==> src/rtl/aes_ke_pkg.sv <==
// Package for the AES-128 key expansion block: payload structs, S-box and round constants.
// No dependencies.
`default_nettype none
package aes_ke_pkg;

  localparam int ROUND_COUNT = 10;

  typedef struct packed {
    logic [63:0] key_hi;
    logic [63:0] key_lo;
  } key_in_t;

  typedef struct packed {
    logic [63:0] round_key_hi;
    logic [63:0] round_key_lo;
    logic [3:0]  round_index;
    logic        last;
  } key_out_t;

  localparam logic [7:0] SBOX [256] = '{
    8'h63,8'h7c,8'h77,8'h7b,8'hf2,8'h6b,8'h6f,8'hc5,8'h30,8'h01,8'h67,8'h2b,8'hfe,8'hd7,8'hab,8'h76,
    8'hca,8'h82,8'hc9,8'h7d,8'hfa,8'h59,8'h47,8'hf0,8'had,8'hd4,8'ha2,8'haf,8'h9c,8'ha4,8'h72,8'hc0,
    8'hb7,8'hfd,8'h93,8'h26,8'h36,8'h3f,8'hf7,8'hcc,8'h34,8'ha5,8'he5,8'hf1,8'h71,8'hd8,8'h31,8'h15,
    8'h04,8'hc7,8'h23,8'hc3,8'h18,8'h96,8'h05,8'h9a,8'h07,8'h12,8'h80,8'he2,8'heb,8'h27,8'hb2,8'h75,
    8'h09,8'h83,8'h2c,8'h1a,8'h1b,8'h6e,8'h5a,8'ha0,8'h52,8'h3b,8'hd6,8'hb3,8'h29,8'he3,8'h2f,8'h84,
    8'h53,8'hd1,8'h00,8'hed,8'h20,8'hfc,8'hb1,8'h5b,8'h6a,8'hcb,8'hbe,8'h39,8'h4a,8'h4c,8'h58,8'hcf,
    8'hd0,8'hef,8'haa,8'hfb,8'h43,8'h4d,8'h33,8'h85,8'h45,8'hf9,8'h02,8'h7f,8'h50,8'h3c,8'h9f,8'ha8,
    8'h51,8'ha3,8'h40,8'h8f,8'h92,8'h9d,8'h38,8'hf5,8'hbc,8'hb6,8'hda,8'h21,8'h10,8'hff,8'hf3,8'hd2,
    8'hcd,8'h0c,8'h13,8'hec,8'h5f,8'h97,8'h44,8'h17,8'hc4,8'ha7,8'h7e,8'h3d,8'h64,8'h5d,8'h19,8'h73,
    8'h60,8'h81,8'h4f,8'hdc,8'h22,8'h2a,8'h90,8'h88,8'h46,8'hee,8'hb8,8'h14,8'hde,8'h5e,8'h0b,8'hdb,
    8'he0,8'h32,8'h3a,8'h0a,8'h49,8'h06,8'h24,8'h5c,8'hc2,8'hd3,8'hac,8'h62,8'h91,8'h95,8'he4,8'h79,
    8'he7,8'hc8,8'h37,8'h6d,8'h8d,8'hd5,8'h4e,8'ha9,8'h6c,8'h56,8'hf4,8'hea,8'h65,8'h7a,8'hae,8'h08,
    8'hba,8'h78,8'h25,8'h2e,8'h1c,8'ha6,8'hb4,8'hc6,8'he8,8'hdd,8'h74,8'h1f,8'h4b,8'hbd,8'h8b,8'h8a,
    8'h70,8'h3e,8'hb5,8'h66,8'h48,8'h03,8'hf6,8'h0e,8'h61,8'h35,8'h57,8'hb9,8'h86,8'hc1,8'h1d,8'h9e,
    8'he1,8'hf8,8'h98,8'h11,8'h69,8'hd9,8'h8e,8'h94,8'h9b,8'h1e,8'h87,8'he9,8'hce,8'h55,8'h28,8'hdf,
    8'h8c,8'ha1,8'h89,8'h0d,8'hbf,8'he6,8'h42,8'h68,8'h41,8'h99,8'h2d,8'h0f,8'hb0,8'h54,8'hbb,8'h16
  };

  function automatic logic [7:0] rcon(input logic [3:0] round);
    logic [7:0] r;
    case (round)
      4'd1:    r = 8'h01;
      4'd2:    r = 8'h02;
      4'd3:    r = 8'h04;
      4'd4:    r = 8'h08;
      4'd5:    r = 8'h10;
      4'd6:    r = 8'h20;
      4'd7:    r = 8'h40;
      4'd8:    r = 8'h80;
      4'd9:    r = 8'h1b;
      4'd10:   r = 8'h36;
      default: r = 8'h00;
    endcase
    return r;
  endfunction

  function automatic logic [31:0] sub_rot(input logic [31:0] w);
    logic [31:0] rot;
    rot = {w[23:0], w[31:24]};
    return {SBOX[rot[31:24]], SBOX[rot[23:16]], SBOX[rot[15:8]], SBOX[rot[7:0]]};
  endfunction

endpackage
`default_nettype wire

==> src/rtl/aes_ke_emit.sv <==
// Holds the eleven round keys of one cipher key and sends them one per cycle while stall is low.
// Depends on aes_ke_pkg.
`default_nettype none
module aes_ke_emit #(
  parameter int ROUND_COUNT = aes_ke_pkg::ROUND_COUNT
) (
  input  wire logic         clk,
  input  wire logic         rst,
  input  wire logic         key_order,
  input  wire logic         load,
  input  wire logic [127:0] keys_in [ROUND_COUNT+1],
  output logic              busy,
  output logic              valid,
  input  wire logic         stall,
  output aes_ke_pkg::key_out_t data
);
  logic [127:0] keys [ROUND_COUNT+1];
  logic [3:0]   count;
  logic         order;
  logic [3:0]   rnd;
  logic         done;

  assign done  = valid && !stall && (count == 4'(ROUND_COUNT));
  assign busy  = valid && !done;
  assign rnd   = order ? 4'(ROUND_COUNT) - count : count;

  always_ff @(posedge clk) begin
    if (rst) begin
      valid <= 1'b0;
      count <= '0;
    end else if (load) begin
      valid <= 1'b1;
      count <= '0;
    end else if (done) begin
      valid <= 1'b0;
    end else if (valid && !stall) begin
      count <= count + 4'd1;
    end
  end

  always_ff @(posedge clk) begin
    if (load) begin
      keys  <= keys_in;
      order <= key_order;
    end
  end

  always_comb begin
    data.round_key_hi = keys[rnd][127:64];
    data.round_key_lo = keys[rnd][63:0];
    data.round_index  = rnd;
    data.last         = (count == 4'(ROUND_COUNT));
  end
endmodule
`default_nettype wire

==> config.mk <==
export PLATFORM = sky130hd
export DESIGN_NAME = aes_ke_emit
export DESIGN_NICKNAME = d
export VERILOG_FILES = /design/src/rtl/aes_ke_pkg.sv /design/src/rtl/aes_ke_emit.sv
export SDC_FILE = /design/constraint.sdc
export NUM_CORES = 2
export LEC_CHECK = 0
export ABC_AREA = 1
export BUFFER_PORTS_ARGS = -buffer_cell sky130_fd_sc_hd__buf_4
export CORE_AREA = 2 2 607 609
export DETAILED_ROUTE_END_ITERATION = 16
export DIE_AREA = 0 0 609 611
export GPL_TIMING_DRIVEN = 1
export MAX_ROUTING_LAYER = met4
export PLACE_DENSITY = 0.34
export SLEW_MARGIN = 25
export SYNTH_ARGS = -nofsm -noshare
export SYNTH_HDL_FRONTEND = slang
export SYNTH_SLANG_ARGS = --single-unit
export TNS_END_PERCENT = 30
==> constraint.sdc <==
create_clock -name clk -period 2.8 [get_ports clk]
set_input_delay 0.84 -clock clk [delete_from_list [all_inputs] [get_ports clk]]
set_output_delay 0.84 -clock clk [all_outputs]
set_load 0.01 [all_outputs]
==> impl_metrics.tcl <==
set metrics [dict create \
    status "complete, but fails checks" \
    violations "setup timing" \
    required_ps 1960 \
    synth_top_area_cell "edfxtp_1" \
    clock_latency_ps 860 \
    overflow 0 \
    tns_ps -114750 \
    seq_area_frac_synth_pct 70.3 \
    synth_area_mm2 0.0603 \
    rsz0062_at_grt "yes" \
    crit_path_start "count[0]$_SDFFE_PP0P_" \
    drt_pass1_iterations 6 \
    htreeDepth 4 \
    max_stage_delay_ps 390 \
    die_h_um 611 \
    grt_pass1_wl_um 437000 \
    grt_max_degree 72 \
    slowest_stage "dfxtp_4" \
    ios 1548 \
    rows 222 \
    p_per_area_mw_per_mm2 639 \
    clkTransAtPathRegs_ps 60 \
    drt_iter0_markers 3694 \
    reg2regPathDepth 7 \
    path_cells "inv_8 > ha_4 > nand2_4 > nand2_8 > buf_12 > buf_12 > buf_12 > buf_4 > nand3_1 > nand2_1 > nand3_1 > nand2_2 > buf_6" \
    hold_class "primary input to flip-flop" \
    dieArea_mm2 0.372 \
    clockRootBuffer "clkbuf_16" \
    synthCells 5876 \
    min-delay-start "keys_in[53]" \
    dieWidth_um 609 \
    synthesis.nets 7291 \
    fin_ws_ps -994 \
    track_usage_pct 17.6 \
    slew_headroom_pct 53.1 \
    crit_top_cell "buf_12" \
    reg2reg_to "count[3]$_SDFFE_PP0P_" \
    path_depth 13 \
    clock_path_buffers 4 \
    ys_ff_latch 1414 \
    finalSetupViolCount 134 \
    cp.buffers_inverters 6 \
    period_share_pct 135 \
    syn_area_per_cell_um2 10.3 \
    p_leak_nw 41.4 \
    hold_violations 0 \
    start_util_pct 16.5 \
    synth_top_area_share_pct 70.1 \
    drv_cap 0 \
    ant_nets 0 \
    critPathKind "flip-flop to output pin" \
    r2r_start "count[2]$_SDFFE_PP0P_" \
    fin_skew_ps 0.743 \
    port_buffers 1547 \
    yosysWarnings 0 \
    area_growth_pct 53.2 \
    drv_slew 0 \
    yosysUniqueCellTypes 21 \
    r2r_setup_slack_ps 1180 \
    crit_end "data[65]" \
    min_period_ps 3790 \
    grt_pass1_vias 50444 \
    drt-total-wl_um 340000 \
    grt_antenna_before_repair 149 \
    nNetsFinal 9228 \
    endpoint_kind "output pin" \
    vias_per_cell 3.87 \
    via_count 49741 \
    vdd_drop_max_mv 0.457 \
    cp_top_family "simple AND/OR/NAND/NOR gates" \
    crit_fanout 7 \
    hold_buffers 0 \
    drc 0 \
    cts_buffers 181 \
    wl_per_cell_um 26.5 \
    drive_gt1_share_pct 34.4 \
    synth_area_leaders "edfxtp_1, nand2_1, nand3_1, inv_1, buf_2" \
    worstPathArrival_ps 2950 \
    core_mm2 0.365 \
    place.gp.congestion 0.879 \
    startpoint_type "flip-flop" \
    max_freq_ghz 0.264 \
    clkSinkCount 1414 \
    tightest_slew_ps 703 \
    hpwl_um 250000 \
    fin_util_pct 25.3 \
    cts_tree "done" \
]
## Yosys cell counts
cell and instances:
a21oi_1 3, buf_1 5, buf_2 209, buf_4 51
buf_6 1, clkbuf_1 45, dfxtp_1 5, edfxtp_1 1409
ha_1 2, inv_1 522, inv_2 3, nand2_1 3089
nand2_2 2, nand3_1 515, nand3_2 1, nor2_1 6
nor3_1 1, o21ai_0 4, o21bai_1 1, xor2_1 1
xor2_2 1
## registers in the layout (all words and copies together) (netlist names)
register  flops
count         4
order         1
valid         1
keys       1408
## cells in the final DEF, fill, tap and decap left out, types with 2 or more instances in the layout
master and instances:
nand2_2 222, clkinvlp_4 6, dfxtp_1 3, clkinv_1 40
inv_4 2, clkbuf_16 214, nand2_4 41, o21ai_0 4
buf_12 143, buf_8 19, edfxtp_1 1409, buf_4 1662
clkinv_8 3, diode_2 99, a21oi_1 3, buf_6 140
clkbuf_1 32, nand3_2 119, nand3_1 374, inv_6 4
xor2_4 2, ha_4 2, bufbuf_16 11, clkinv_2 36
nand2_1 2824, nand2_8 4, bufinv_16 13, nand3_4 23
buf_16 60, inv_2 2, inv_1 520, nor2_1 5
## how the worst min path moves through the flow
stage	end	depth (start not counted)
after floorplan	count[1]$_SDFFE_PP0P_	2
after global placement	count[2]$_SDFFE_PP0P_	2
after detailed placement	count[2]$_SDFFE_PP0P_	2
after CTS	keys[1231]$_DFFE_PP_	1
after global routing	keys[1264]$_DFFE_PP_	1
final	keys[53]$_DFFE_PP_	1
## what timing repair did
action,in CTS,in global routing
pin swaps,83,107
buffers inserted,71,24
gates cloned,40,32
setup endpoints to repair,134,134
resized for setup,437,329
## cell families after synthesis
family | synth area share [%]
and+or+nand+nor | 23.6
xor gates and xnor gates | 0.0415
DFF | 70.3
AOI/OAI and AO/OA | 0.0705
buffers and inverters | 5.97
adders and majority gates | 0.0415
## per-layer routing
| layer | GRT usage [%] | wire length (um) | vias up |
|---|---|---|---|
| li1 | - | - | 23062 |
| met1 | 20.2 | 136000 | 24535 |
| met2 | 30.4 | 174000 | 1719 |
| met3 | 4.08 | 20600 | 425 |
| met4 | 5.39 | 10100 | 0 |
| met5 | - | 0 | - |
## area by class of cell
type	instances	area, um2
Antenna cell	99	248
Multi-Input combinational cell	3626	16200
Timing Repair Buffer	2065	20000
Clock buffer	216	4720
Tap cell	4816	6030
Sequential cell	1414	42400
Fill cell	39301	273000
Clock inverter	105	908
Inverter	525	1980
## worst register-to-register path: stages (launching register included)
cell,delay (ps)
dfxtp_1,480
inv_2,150
nand3_1,260
nand2_1,220
inv_1,120
nand2_1,70
o21ai_0,170
nor2_1,60
## power by group
group	internal [mW]	switching, mW	leakage [nW]	total [mW]
clock	13.2	9.85	2.76	23.1
sequential	25.2	0.538	13.8	25.7
combinational	4.66	5.62	24.8	10.3
## per-stage QoR
stage | power (mW) | instances | setup slack (ps) | area (um2) | hold WS, ps
after floorplan | 28.9 | 5876 | -11.4 | 60400 | 488
after global placement | 34.6 | 12290 | -395 | 80700 | 598
after detailed placement | 34.6 | 12290 | -383 | 80700 | 602
after CTS | 59.3 | 12719 | -1080 | 90100 | 18.6
after global routing | 61.4 | 12858 | -1100 | 92400 | 62.6
final | 59.0 | 12866 | -994 | 92400 | 139
No activity file was read; power rests on OpenSTA's default activity.
